File: config.mk
export PLATFORM = sky130hd
export DESIGN_NAME = tea_key_regs
export DESIGN_NICKNAME = d
export VERILOG_FILES = /design/src/tea_block_encrypt_unit_assert.svh /design/src/tea_pkg.sv /design/src/tea_key_regs.sv
export SDC_FILE = /design/constraint.sdc
export NUM_CORES = 1
export LEC_CHECK = 0
export CAP_MARGIN = 10
export CORE_MARGIN = 4
export CORE_UTILIZATION = 35
export CTS_BUF_LIST = sky130_fd_sc_hd__clkbuf_4 sky130_fd_sc_hd__clkbuf_8 sky130_fd_sc_hd__clkbuf_16
export CTS_CLUSTER_DIAMETER = 120
export CTS_CLUSTER_SIZE = 14
export DETAILED_ROUTE_END_ITERATION = 8
export DONT_BUFFER_PORTS = 1
export GPL_TIMING_DRIVEN = 0
export SETUP_SLACK_MARGIN = 0.02
export SYNTH_ARGS = -nofsm -noshare
export SYNTH_HDL_FRONTEND = slang
export SYNTH_SLANG_ARGS = --single-unit
export TNS_END_PERCENT = 30
File: constraint.sdc
create_clock -name i_clk -period 1.1 [get_ports i_clk]
set_input_delay 0.22 -clock i_clk [delete_from_list [all_inputs] [get_ports i_clk]]
set_output_delay 0.22 -clock i_clk [all_outputs]
set_load 0.05 [all_outputs]
File: src/tea_block_encrypt_unit_assert.svh
// Assertion macros for the TEA block encrypt unit.
`ifndef TEA_BLOCK_ENCRYPT_UNIT_ASSERT_SVH
`define TEA_BLOCK_ENCRYPT_UNIT_ASSERT_SVH

`ifndef SYNTH

// Antecedent holds -> consequent holds in the same cycle.
`define TEA_ASSERT_NOW(lbl, ante, cons) \
    lbl: assert property (@(posedge i_clk) disable iff (!i_rst_n) (ante) |-> (cons)) \
        else $error("tea assertion failed");

// Antecedent holds -> consequent holds in the next cycle.
`define TEA_ASSERT_NEXT(lbl, ante, cons) \
    lbl: assert property (@(posedge i_clk) disable iff (!i_rst_n) (ante) |=> (cons)) \
        else $error("tea assertion failed");

`else

`define TEA_ASSERT_NOW(lbl, ante, cons)
`define TEA_ASSERT_NEXT(lbl, ante, cons)

`endif

`endif

File: src/tea_pkg.sv
// Shared types, constants and round functions for the TEA block encrypt unit.
package tea_pkg;

    localparam int unsigned ROUND_COUNT = 16;
    localparam int unsigned STAGE_COUNT = 2 * ROUND_COUNT;
    localparam int unsigned WORD_W      = 32;
    localparam int unsigned KEY_WORDS   = 4;
    localparam int unsigned CFG_IDX_W   = 2;
    localparam logic [WORD_W-1:0] TEA_DELTA = 32'h9e37_79b9;

    localparam logic [CFG_IDX_W-1:0] REG_KEY_WORD0 = 2'd0;
    localparam logic [CFG_IDX_W-1:0] REG_KEY_WORD1 = 2'd1;
    localparam logic [CFG_IDX_W-1:0] REG_KEY_WORD2 = 2'd2;
    localparam logic [CFG_IDX_W-1:0] REG_KEY_WORD3 = 2'd3;

    typedef logic [WORD_W-1:0] t_word;

    typedef struct packed {
        t_word z;   // second word (upper half of tdata)
        t_word y;   // first word (lower half of tdata)
    } t_blk;

    typedef t_word [KEY_WORDS-1:0] t_key;

    // Running sum after round r (0-based): delta * (r + 1), wraps mod 2^32.
    function automatic t_word tea_sum(input int unsigned r);
        logic [63:0] prod;
        begin
            prod = 64'(TEA_DELTA) * 64'(r + 1);
            return prod[WORD_W-1:0];
        end
    endfunction

    function automatic t_word tea_mix(input t_word x, input t_word sum,
                                      input t_word ka, input t_word kb);
        begin
            return ((x << 4) + ka) ^ (x + sum) ^ ((x >> 5) + kb);
        end
    endfunction

endpackage

File: src/tea_key_regs.sv
// Key word registers written through the configuration port.
module tea_key_regs (
    input  logic                       i_clk,
    input  logic                       i_rst_n,
    input  logic                       i_cfg_wr_en,
    input  logic [tea_pkg::CFG_IDX_W-1:0] i_cfg_index,
    input  logic [tea_pkg::WORD_W-1:0] i_cfg_data,
    output tea_pkg::t_key              o_key
);
    import tea_pkg::*;

    t_key r_key;
    t_key n_key;

    always_comb begin
        n_key = r_key;
        if (i_cfg_wr_en) begin
            case (i_cfg_index)
                REG_KEY_WORD0: n_key[0] = i_cfg_data;
                REG_KEY_WORD1: n_key[1] = i_cfg_data;
                REG_KEY_WORD2: n_key[2] = i_cfg_data;
                REG_KEY_WORD3: n_key[3] = i_cfg_data;
                default:       n_key = r_key;
            endcase
        end
    end

    always_ff @(posedge i_clk) begin
        if (!i_rst_n) begin
            r_key <= '0;
        end else begin
            r_key <= n_key;
        end
    end

    assign o_key = r_key;

endmodule

* Word-level counts from Yosys, hierarchy flattened
Cells that the tools add are included.
** Word-level totals
- Bits in registers :: 128
- Logic and storage cells :: 12
- Input port bits :: 37
- Output and inout bits :: 128
** Operators by class
- Reductions and logical operators :: 5
- Eq/ne operators :: 3
** Operators with widths (count)
- $reduce_and 2->1 :: 4
- $eq 2x2->1 const B :: 2
- $eq 2x1->1 const B :: 1
- $logic_not 2->1 :: 1

* Longest topological paths before layout
- Word-level depth :: 2
- Mapped depth :: 5
- Depth with buffers taken out :: 2

* Least setup slack after synthesis
No wires, ideal clock.
- Path kind :: in2reg
- Start point :: input i_cfg_index[1] in the netlist's numbering
- End point :: register r_key, in the netlist o_key[0]
- Stages on the path :: 4
- Path slack :: 0.183 ns
- Data required time :: 1.028 ns
- Library setup time :: 0.072 ns
- Buffers on the path :: 2
- Arrival time :: 0.846 ns
- Cells stage by stage :: nor3b_2 buf_6 buf_12 mux2i_1
** Between the ends
- Cells in the longest elaborated chain, start to end :: 2
** Ends and longest elaborated chain
- from (decl) :: line tea_key_regs.sv:6 : input logic [tea_pkg::CFG_IDX_W-1:0] i_cfg_index,
- $logic_not 2->1 :: line tea_key_regs.sv:18 : case (i_cfg_index)
- $reduce_and 2->1 (no source line)
- to (signal assigned) :: line tea_key_regs.sv:32 : r_key <= n_key;
- to (decl) :: line tea_key_regs.sv:12 : t_key r_key;
Every way passes these cells.
A chain may end at the register's enable or synchronous reset.

* Final worst setup path
- Start point :: register r_key, in the netlist o_key[32]
- End point :: output o_key[32] in the netlist's numbering
** RTL lines
- to (decl) :: line tea_key_regs.sv:8 : output tea_pkg::t_key o_key
No word-level cell between the ends.

==> reports/results.ini <==
[sta]
finalMaxSlewViolations=0
fin_crit_sh_pct=98.0
clock_skew_ns=0
post-route-min-period_ns=1.08
setup_violations=0
fmax_ghz=0.927
worst_pin_slew_ns=0.550
max-slew-margin-rel_pct=63.3
hold_violations=0
rsz0062_at_grt=yes

[clock_tree]
path_clk_slew_ns=0.05
cts_hold_buf=0
clock-sinks=128
cts_htree_levels=4
cts_buffers=17
cts_root_buf=clkbuf_16
cts_buffer_depth=2
cts_tree=built
clkLatencyLatePin_ns=0.41

[setup_path]
end_kind=primary output
worstPathRequired_ns=0.88
crit_fanout=2
critical_path_class=reg2out
cp-start-kind=register
worstPathArrival_ns=0.86

[synth]
async_flop_share_pct=0
synth_cell_type_count=12
yosysSeqAreaShare_pct=53.5
yosysMostFrequentCell=nand2_1
synthesis.nets=490
synthCells=453
synth_edf_count=0
syn-mean-instance-area_um2=10.6
ys.flop_type=dfxtp_1
yosys-top-cells-count=160 x nand2_1, 128 x dfxtp_1, 128 x mux2i_1
synth_top_area_cell=dfxtp_1
synth.ff_latch_count=128
synth-warning-count=0
synth_area_leaders=dfxtp_1 53%, mux2i_1 27%, nand2_1 13%
synth_top_area_share_pct=53.5
syn_area_um2=4790

[drt]
final_antenna_net_count=0
wl_um=12900
wl_per_cell_um=19.7
drc=0
vias=3222
vias_per_cell=4.90
dr.first_iter.drc_count=117
first_pass_iters=4

[global_route]
grt_usage_pct=16.6
grt_pass1_wl_um=20000
grt_max_degree=17
antenna_found_initial=0
overflow=0
grt_pass1_vias=3466

[final_layout]
largest_reg_flops=128
postLayoutCellArea_um2=6070
fin_util_pct=45.5
n_antenna_cell=0
fill_cells=1222
syn2layout_area_growth_pct=26.6
num-nets-final=509
layout-drive-gt1-share_pct=39.4

[die]
die_area_um2=15600
ioPinCount=165
die-width_um=125
initial_core_util_pct=35.9
core_um2=13300
die_y_um=125
fp-row-count=42

[power]
power_frac_seq_pct=47.1
p_per_area_nw_per_um2=1860
peakVddDrop_uv=1020
p_sw_mw=2.95
leakagePower_nw=2.73
power_frac_clock_pct=47.6
netSwitchingFraction_pct=26.1
internal_power_mw=8.34
combinationalPowerShare_pct=5.3

[placement]
placed_cell_area_um2=5010
gp_congestion=0.730
hpwl_um=9120
port-buffer-count=0

[flow_run]
max_cap_violations=0

[outcome]
outcome=finished, final reports clean

[worst_hold_path]
min_path_type=in2reg

-- through the flow --
step	setup WS (ns)	total power, mW	TNS [ns]	hold slack, ns	std cells
after floorplan	0.183	6.01	0	0.424	453
after global placement	-0.0594	6.18	-2.37	0.446	629
after detailed placement	-0.179	6.20	-6.25	0.460	629
after CTS	-0.00108	11.4	-0.00285	0.00686	658
after global routing	-0.0142	11.7	-0.435	0.0157	658
final	0.0216	11.3	0	0.0283	658
-- power groups by stage --
stage                     clock [mW]  sequential [mW]  combinational (mW)
after CTS                       5.50             5.32               0.609
final                           5.38             5.32               0.599
after floorplan                    0             5.55               0.460
after global placement             0             5.59               0.587
after global routing            5.75             5.33               0.657
after detailed placement           0             5.60               0.609
-- placed cells by master, fill, tap and decap left out --
cell type and n:
buf_12 3, buf_2 14, buf_4 2, buf_6 6, buf_8 6, bufinv_16 1, clkbuf_1 2, clkbuf_16 17
clkbuf_8 7, clkinv_2 3, clkinvlp_4 1, dfxtp_4 128, mux2i_1 128, nand2_1 160, nand3_2 1, nand3b_1 2
nor3b_2 1
-- cell families after synthesis --
family	share of synthesized area (%)
buf+inv	6.48
flops	53.5
mux	26.7
simple gates	13.3
-- routing by layer --
metal / track usage (%) / share of wire [%] / up-vias
met3: 10.1 / 11 / 16
li1: - / - / 1535
met2: 28.2 / 48 / 128
met1: 17.3 / 40 / 1543
met5: 0 / 0 / -
met4: 4.53 / 1.3 / 0
-- final cells by class --
class | count | area [µm²] | share of cell area, %
flip-flops and latches | 128 | 3040 | 50.2
multi-input cells | 292 | 1920 | 31.6
clock buffers | 24 | 522 | 8.60
plain buffers | 33 | 310 | 5.11
well taps | 176 | 220 | 3.63
clock inverters | 5 | 52.6 | 0.866
-- worst paths after layout --
path | slack (ns) | end | from | cells after the start
worst min register to register | 0.56 | o_key[7] | o_key[7] | 2
worst max register to register | 0.32 | o_key[23] | o_key[23] | 2
worst min-delay path | 0.03 | o_key[35] | i_cfg_data[3] | 2
worst max-delay path | 0.02 | o_key[32] | o_key[32] | 0
-- what timing repair did --
action,CTS,global route
gates cloned,0,0
setup buffers,0,0
setup endpoints to repair,128,128
resized for setup,256,0
Power figures use the tool's default switching activity.
