===== src/tea_block_encrypt_unit_assert.svh =====
// Assertion macros for the TEA block encrypt unit.
`ifndef TEA_BLOCK_ENCRYPT_UNIT_ASSERT_SVH
`define TEA_BLOCK_ENCRYPT_UNIT_ASSERT_SVH

`ifndef SYNTH

// Antecedent holds -> consequent holds in the same cycle.
`define TEA_ASSERT_NOW(lbl, ante, cons) \
    lbl: assert property (@(posedge i_clk) disable iff (!i_rst_n) (ante) |-> (cons)) \
        else $error("tea assertion failed");

// Antecedent holds -> consequent holds in the next cycle.
`define TEA_ASSERT_NEXT(lbl, ante, cons) \
    lbl: assert property (@(posedge i_clk) disable iff (!i_rst_n) (ante) |=> (cons)) \
        else $error("tea assertion failed");

`else

`define TEA_ASSERT_NOW(lbl, ante, cons)
`define TEA_ASSERT_NEXT(lbl, ante, cons)

`endif

`endif


===== src/tea_pkg.sv =====
// Shared types, constants and round functions for the TEA block encrypt unit.
package tea_pkg;

    localparam int unsigned ROUND_COUNT = 16;
    localparam int unsigned STAGE_COUNT = 2 * ROUND_COUNT;
    localparam int unsigned WORD_W      = 32;
    localparam int unsigned KEY_WORDS   = 4;
    localparam int unsigned CFG_IDX_W   = 2;
    localparam logic [WORD_W-1:0] TEA_DELTA = 32'h9e37_79b9;

    localparam logic [CFG_IDX_W-1:0] REG_KEY_WORD0 = 2'd0;
    localparam logic [CFG_IDX_W-1:0] REG_KEY_WORD1 = 2'd1;
    localparam logic [CFG_IDX_W-1:0] REG_KEY_WORD2 = 2'd2;
    localparam logic [CFG_IDX_W-1:0] REG_KEY_WORD3 = 2'd3;

    typedef logic [WORD_W-1:0] t_word;

    typedef struct packed {
        t_word z;   // second word (upper half of tdata)
        t_word y;   // first word (lower half of tdata)
    } t_blk;

    typedef t_word [KEY_WORDS-1:0] t_key;

    // Running sum after round r (0-based): delta * (r + 1), wraps mod 2^32.
    function automatic t_word tea_sum(input int unsigned r);
        logic [63:0] prod;
        begin
            prod = 64'(TEA_DELTA) * 64'(r + 1);
            return prod[WORD_W-1:0];
        end
    endfunction

    function automatic t_word tea_mix(input t_word x, input t_word sum,
                                      input t_word ka, input t_word kb);
        begin
            return ((x << 4) + ka) ^ (x + sum) ^ ((x >> 5) + kb);
        end
    endfunction

endpackage


===== src/tea_half_round.sv =====
// One pipeline stage: half a TEA round (update of the first or the second word).
module tea_half_round (
    input  logic          i_clk,
    input  logic          i_rst_n,
    input  logic          i_en,
    input  logic          i_upd_second,
    input  tea_pkg::t_word i_sum,
    input  tea_pkg::t_word i_ka,
    input  tea_pkg::t_word i_kb,
    input  logic          i_valid,
    input  tea_pkg::t_blk i_blk,
    output logic          o_valid,
    output tea_pkg::t_blk o_blk
);
    import tea_pkg::*;

    logic  r_valid;
    t_blk  r_blk;
    t_blk  n_blk;
    t_word src;
    t_word dst;
    t_word upd;

    // first half: y += mix(z); second half: z += mix(y)
    assign src = i_upd_second ? i_blk.y : i_blk.z;
    assign dst = i_upd_second ? i_blk.z : i_blk.y;
    assign upd = dst + tea_mix(src, i_sum, i_ka, i_kb);

    always_comb begin
        n_blk = i_blk;
        if (i_upd_second) begin
            n_blk.z = upd;
        end else begin
            n_blk.y = upd;
        end
    end

    always_ff @(posedge i_clk) begin
        if (!i_rst_n) begin
            r_valid <= 1'b0;
        end else if (i_en) begin
            r_valid <= i_valid;
        end
    end

    always_ff @(posedge i_clk) begin
        if (i_en) begin
            r_blk <= n_blk;
        end
    end

    assign o_valid = r_valid;
    assign o_blk   = r_blk;

endmodule


===== config.mk =====
export PLATFORM = sky130hd
export DESIGN_NAME = tea_half_round
export DESIGN_NICKNAME = d
export VERILOG_FILES = /design/src/tea_block_encrypt_unit_assert.svh /design/src/tea_pkg.sv /design/src/tea_half_round.sv
export SDC_FILE = /design/constraint.sdc
export NUM_CORES = 1
export LEC_CHECK = 0
export CAP_MARGIN = 20
export CORE_AREA = 2 2 144 146
export DETAILED_ROUTE_END_ITERATION = 16
export DIE_AREA = 0 0 146 148
export DONT_BUFFER_PORTS = 1
export PLACE_DENSITY = 0.73
export SLEW_MARGIN = 25
export SYNTH_ARGS = -nofsm -noshare
export SYNTH_HDL_FRONTEND = slang
export SYNTH_SLANG_ARGS = --single-unit

===== constraint.sdc =====
create_clock -name i_clk -period 6.7 [get_ports i_clk]
set_clock_uncertainty 0.15 [all_clocks]
set_input_delay 0.67 -clock i_clk [delete_from_list [all_inputs] [get_ports i_clk]]
set_output_delay 0.67 -clock i_clk [all_outputs]
set_load 0.02 [all_outputs]

Word-level counts from Yosys, hierarchy flattened
Cells that the tools add are included.
{"block": "totals", "ff_bits": 65, "in_bits": 165, "elab_cells": 13}
{"block": "classes", "add_sub_neg": 4, "muxes": 4, "n_bitwise": 2}
{"op": "$mux W32", "count": 4}
{"op": "$add A32 B32 Y32", "count": 3}
{"op": "$xor A32 B32 Y32", "count": 2}
{"op": "$add A27 B32 Y32", "count": 1}

Logic depth before layout (Yosys ltp)
Gate-level depths: netlist (run 1).
{"block": "logic_depth", "word_depth": 6, "mapped_depth": 29}

Worst setup path after synthesis (run 1)
No wires, ideal clock.
{"block": "synth_timing", "path_type": "input to register", "start": "input port i_upd_second", "end": "register r_blk (netlist bit o_blk[63]) (data pin)", "t_arrival_ps": 6382, "required_ps": 6290, "slack_ps": -92, "stages": 25, "n_path_buf": 4, "cell_sequence": "buf_6 clkbuf_1 clkbuf_1 mux2_2 ha_1 a211oi_1 o21bai_1 or4_1 a311o_1 a211oi_1 xnor2_1 xnor2_1 xnor2_1 ha_1 buf_2 o21ai_1 a21oi_1 a221o_1 and3_4 a211oi_4 o21ai_2 a221o_1 a21oi_2 xnor3_1 mux2_2"}
{"element": "start: declaration", "line": "tea_half_round.sv:6", "rtl": "input logic i_upd_second,"}
{"element": "end signal: assignment", "line": "tea_half_round.sv:48", "rtl": "r_blk <= n_blk;"}
{"element": "end: declaration", "line": "tea_half_round.sv:18", "rtl": "t_blk r_blk;"}

==> flow_metrics.tcl, run 1 <==
set metrics [dict create \
    cp.required_ns 6.63 \
    synth_mux_area_share_pct 5.335 \
    synth.distinct_cells 68 \
    yosysMostFrequentCell "xnor2_1" \
    drv_cap 0 \
    ant_nets 0 \
    stdcell_area_sq_um 10110 \
    ctsHoldBuffers 0 \
    synth_cells 1108 \
    dpl_cell_area_sq_um 9822 \
    drt-initial-drc-count 766 \
    initial_core_util_pct 47.17 \
    crit_start "i_upd_second" \
    num_rows 52 \
    cts.sink_count 65 \
    synthXorXnorAreaFrac_pct 17.04 \
    synth_compound_area_share_pct 24.52 \
    antenna_found_initial 0 \
    crit_type "in -> reg" \
    syn_area_sq_um 9452 \
    multiInputGateArea_sq_um 7208 \
    hold_viol 0 \
    drt_first_pass_iters 6 \
    r2r_end "o_valid" \
    ys_seq_area_share_pct 20.55 \
    status "complete, no violations" \
    rrSetupSlack_ns 5.84 \
    layout-drive-gt1-share_pct 9.562 \
    num_io_pins 230 \
    overflow 0 \
    post-route-period-util_pct 96.34 \
    synth_edf_count 64 \
    ff2ff_path_depth 2 \
    synthArstFlopShare_pct 0 \
    min_path_type "in -> reg" \
    peakVddDrop_uv 151.1 \
    finalPower_mw 4.266 \
    io_buffers 0 \
    grt_pass1_vias 7613 \
    yosysTopAreaCell "edfxtp_1" \
    grt_first_pass_wirelength_um 41230 \
    wl_per_cell_um 19.73 \
    netlist_top_cells_area "edfxtp_1, ha_1, xnor2_1" \
    dp_hpwl_um 23400 \
    p_leak_nw 4.354 \
    syn2layout_area_growth_pct 6.963 \
    slew_headroom_pct 39.27 \
    fillers 1919 \
    seqCellArea_sq_um 1942 \
    rsz0062_at_grt "no" \
    cts_resized 0 \
    synth_warnings 0 \
    grtUsageTotal_pct 24.05 \
    synth_adder_area_share_pct 16.73 \
    synth_fp_nets 1397 \
    dp_slack_ns 0.1512 \
    grt_max_degree 125 \
    r2r-start "o_valid" \
    numCtsBuffers 9 \
    die_y_um 148 \
    clkTransAtPathRegs_ns 0.06 \
    antenna_cells 0 \
    cts_setup_buffers 0 \
    endpoint "o_blk[63]" \
    avgSynthCellArea_sq_um 8.530 \
    die-area_sq_um 21610 \
    ys.flop_type "edfxtp_1" \
    cts-root-buf "clkbuf_16" \
    arrival_ns 6.38 \
    setup_tns_ns 0 \
    period_minus_slack_ns 6.455 \
    clk_path_buf_depth 2 \
    power_density_nw_per_um2 422.0 \
    synth.top_cell.area_share_pct 20.33 \
    final_nets 1403 \
    synth_top_family_by_area "compound AO/OA/AOI/OAI gates" \
    synth_commonest_cells "xnor2_1, nand2_1, ha_1, a21oi_1, o21ai_0" \
    worstMarginPinSlew_ns 0.9014 \
    clk_latency_ns 0.32 \
    core_sq_um 20040 \
    dr_total_vias 8275 \
    cts_tree "built" \
    routabilityCongestion 0.9395 \
    crit_path_end_kind "register" \
    synth-simple-area-share_pct 12.64 \
    critPathMaxFanout 124 \
    remaining_drc_errors 0 \
    via_per_inst 5.958 \
    report.final.slew_viol_count 0 \
    htreeDepth 3 \
    synth-seq-cells 65 \
    startpoint_type "input port" \
    setup_violations 0 \
    die_x_um 146 \
    worst_slack_ns 0.2454 \
    clock.fmax_mhz 154.9 \
    wl_um 27400 \
]
[state kept, by name, summed over array words and instances (netlist names)]
signal / count
o_blk: 64
o_valid: 1
[cells by family (layout without fill, tap and decap cells)]
kind of cell             count (synthesis)  after routing
flip-flops                              65             65
buffers and inverters                   71             82
multiplexers                            45             45
AND/OR/NAND/NOR                        269            269
XOR/XNOR                               176            176
adder cells (fa/ha/maj)                124            124
AO/OA/AOI/OAI                          358            358
[stage by stage]
| step | hold slack, ns | util, % | cells |
|---|---|---|---|
| after global routing | 0.2952 | 50.45 | 1389 |
| after floorplan | 0.4393 | - | 1108 |
| after detailed placement | 0.4664 | 49.01 | 1373 |
| final | 0.3139 | 50.45 | 1389 |
| after CTS | 0.3050 | 50.45 | 1389 |
| after global placement | 0.4574 | 49.01 | 1373 |
[power breakdown]
group	internal, mW	switching [mW]	leakage [nW]
Clock	0.285	0.161	0.136
Sequential	0.723	0.275	0.633
Combinational	1.25	1.57	3.58
[cell usage in the layout, fill, tap and decap left out, drive strengths merged, types with 5 or more instances in the layout]
| master | n |
|---|---|
| xnor2 | 147 |
| nand2 | 137 |
| ha | 120 |
| a21oi | 111 |
| o21ai | 84 |
| edfxtp | 64 |
| a21o | 56 |
| nor2 | 45 |
| mux2 | 43 |
| inv | 43 |
| nand3 | 29 |
| xor2 | 24 |
| buf | 23 |
| a31oi | 17 |
| o21bai | 16 |
| a21bo | 11 |
| nor3 | 10 |
| nor2b | 10 |
| clkbuf | 10 |
| o21a | 9 |
| and3 | 9 |
| o211ai | 7 |
| nand2b | 7 |
| a211oi | 7 |
| nand4 | 6 |
| o31ai | 5 |
| a221oi | 5 |
| xnor3 | 5 |
[final cells by class]
cell class / count / area share (%)
multi-input cells: 972 / 71.30
flip-flops and latches: 65 / 19.21
well taps: 270 / 3.342
clock buffers: 10 / 2.265
repair buffers: 23 / 1.708
inverters: 43 / 1.597
clock inverters: 6 / 0.5817
[layer usage]
layer | wire length [um] | track usage (%) | vias to the layer above | share of wire (%)
met5 | 0 | 0 | - | 0
met4 | 459 | 5.728 | 0 | 1.7
met3 | 3045 | 7.438 | 36 | 11
met2 | 11380 | 35.35 | 376 | 42
met1 | 12520 | 34.46 | 3789 | 46
li1 | - | - | 4074 | -
[worst min-delay path by stage]
stage | cells after the start | end | startpoint
2_1_floorplan | 2 | o_valid | o_valid
3_3_place_gp | 2 | o_valid | o_valid
3_5_place_dp | 2 | o_valid | o_valid
4_1_cts | 0 | o_blk[35] | i_en
5_1_grt | 0 | o_blk[35] | i_en
6_report | 0 | o_blk[2] | i_en
[worst max-delay path, cell delays in order]
cell and delay [ns]:
inv_1 0.13, buf_4 0.24, buf_4 0.36, nand2_1 0.11
nand2_1 0.26, ha_1 0.34, a21o_1 0.22, a21oi_1 0.27
a32oi_1 0.18, a21o_1 0.20, a31oi_1 0.29, nor2b_1 0.09
nor2_1 0.17, xnor2_1 0.15, xnor2_1 0.10, xnor2_1 0.26
ha_1 0.36, and3_1 0.22, and3_1 0.20, a211oi_4 0.26
o21ai_2 0.10, a221o_1 0.37, a21oi_2 0.15, xnor3_1 0.32
mux2_2 0.27
Power figures use the tool's default switching activity.
==> run 2: changes to the inputs <==
--- a/config.mk
+++ b/config.mk
@@ -10,7 +10,7 @@
 export DETAILED_ROUTE_END_ITERATION = 16
 export DIE_AREA = 0 0 146 148
 export DONT_BUFFER_PORTS = 1
-export PLACE_DENSITY = 0.73
+export PLACE_DENSITY = 0.71
 export SLEW_MARGIN = 25
 export SYNTH_ARGS = -nofsm -noshare
 export SYNTH_HDL_FRONTEND = slang
==> constraint.sdc (replaced) <==
create_clock -name i_clk -period 6.4 [get_ports i_clk]
set_clock_uncertainty 0.15 [all_clocks]
set_input_delay 0.64 -clock i_clk [delete_from_list [all_inputs] [get_ports i_clk]]
set_output_delay 0.64 -clock i_clk [all_outputs]
set_load 0.02 [all_outputs]
==> run 2 against run 1 <==
Net effect: critical path depth fell by 1; clock-buffer cell count is the same; cell count up 2.3%; sequential cell count unchanged; non-clock buffer count grew 32; die area is the same; combinational power is 9.2% higher; global-route usage is 0.93 points higher; routed wire length rose by 1.6%; register-to-register slack worse by 0.30 ns; design area up 2.3%; largest cell class unchanged.
==> flow_metrics.tcl, run 2 (synthesis gave the netlist of run 1 again) <==
set metrics [dict create \
    cts_setup_buffers 0 \
    clk_path_buf_depth 2 \
    hold_slack_ns 0.2823 \
    rsz0062_at_grt "no" \
    remaining_drc_errors 0 \
    ant_nets 0 \
    die_y_um 148 \
    initial_core_util_pct 47.17 \
    grt.busiest_layer "met2" \
    clk_latency_ns 0.32 \
    p_leak_nw 4.499 \
    wl_um 27840 \
    cts-root-buf "clkbuf_16" \
    setup_tns_ns 0 \
    cts_resized 0 \
    crit_path_end_kind "register" \
    grtUsageTotal_pct 24.98 \
    numCtsBuffers 9 \
    overflow 0 \
    routabilityCongestion 0.9524 \
    drt_first_pass_iters 5 \
    finalPower_mw 4.560 \
    ctsHoldBuffers 0 \
    status "complete, no violations" \
    grt_pass1_vias 7833 \
    final_nets 1435 \
    htreeDepth 3 \
    num_io_pins 230 \
    worstHoldStart "i_en" \
    layout-drive-gt1-share_pct 12.60 \
    wl_per_cell_um 19.59 \
    period_minus_slack_ns 6.142 \
    netSwitchingFraction_pct 46.75 \
    power_density_nw_per_um2 440.8 \
    crit_start "i_upd_second" \
    clkTransAtPathRegs_ns 0.05 \
    dr_total_vias 8435 \
    final_cell_mix "xnor2_1, nand2_1, ha_1" \
    grt_use_met1_pct 35.40 \
    seqPwrFrac_pct 23.0 \
    cts_tree "built" \
    cts.sink_count 65 \
    p_switching_mw 2.132 \
    pwr-share-comb_pct 67.5 \
    dp_hpwl_um 23750 \
    worstMarginPinSlew_ns 0.7920 \
    setup_violations 0 \
    drt-initial-drc-count 872 \
    peakVddDrop_uv 168.1 \
    critPathMaxFanout 124 \
    crit_type "in -> reg" \
    hold_viol 0 \
    min_path_type "in -> reg" \
    layout_commonest_cell "xnor2_1" \
    io_buffers 0 \
    r2r-start "o_valid" \
    num_rows 52 \
    cp.required_ns 6.33 \
    clock.fmax_mhz 162.8 \
    grt_max_degree 125 \
    core_sq_um 20040 \
    use_met2_pct 36.39 \
    post-route-period-util_pct 95.97 \
    antenna_cells 0 \
    slew_headroom_pct 46.64 \
    die-area_sq_um 21610 \
    antenna_found_initial 0 \
    startpoint_type "input port" \
    largest_reg_flops 64 \
    report.final.slew_viol_count 0 \
    via_per_inst 5.936 \
    die_x_um 146 \
    grt_first_pass_wirelength_um 42540 \
    arrival_ns 6.07 \
    syn2layout_area_growth_pct 9.452 \
    drv_cap 0 \
    p_clk_share_pct 9.5 \
    grt_use_met3_pct 8.210 \
    internal_power_mw 2.428 \
]
run 2: cell count changes in the layout (fill, tap and decap cells not counted), moves of 2 or more:
cell      delta
a211oi_1     -2
a211oi_2     +2
buf_4       +32
clkinv_2     +2
run 2: through the flow:
stage / setup WS [ns] / utilization (%) / std cells / area, sq um
detailed placement: 0.01411 / 50.31 / 1405 / 10080
global route: 0.05962 / 51.62 / 1421 / 10340
finish: 0.2578 / 51.62 / 1421 / 10340
global placement: 0.1694 / 50.31 / 1405 / 10080
CTS: 0.3688 / 51.62 / 1421 / 10340
floorplan: 0.02926 / - / 1108 / 9489
run 2: layer usage:
layer | up-vias | wire length [um]
li1 | 4145 | -
met1 | 3903 | 12900
met2 | 359 | 11460
met3 | 28 | 2948
met4 | 0 | 535
met5 | - | 0
run 2: critical path, cell delays in order:
cell	delay [ns]
inv_1	0.09
buf_4	0.19
nand2_1	0.08
nand2_1	0.14
fa_2	0.40
a211oi_2	0.18
o21bai_1	0.14
or4_4	0.54
a311o_1	0.41
a211oi_2	0.23
xnor2_1	0.16
xnor2_1	0.15
xnor2_1	0.18
ha_1	0.31
a211oi_2	0.23
o21ai_1	0.10
a221o_1	0.31
and3_4	0.19
a211oi_4	0.20
o21ai_2	0.12
a221o_1	0.37
a21oi_2	0.15
xnor3_1	0.24
mux2_2	0.27
run 2: path summary, 6_finish.rpt:
| kind | to | slack (ns) | cells past startpoint |
|---|---|---|---|
| max | o_blk[31] | 0.26 | 24 |
| min reg2reg | o_valid | 0.46 | 2 |
| min | o_blk[2] | 0.28 | 0 |
| max reg2reg | o_valid | 5.54 | 2 |
run 2: power groups by stage:
stage	Combinational (mW)	Sequential, mW	Clock (mW)
floorplan	2.31	1.03	0
global placement	2.98	1.06	0
detailed placement	3.02	1.06	0
CTS	3.03	1.05	0.440
global route	3.40	1.06	0.460
finish	3.08	1.05	0.433
run 2: cell type report:
cell class / count / area, sq um
timing repair buffer: 55 / 412.9
clock buffer: 10 / 229.0
clock inverter: 6 / 35.03
inverter: 43 / 161.4
multi-input combinational: 972 / 7227
fill: 1912 / 9694
tap: 270 / 337.8
sequential: 65 / 1942
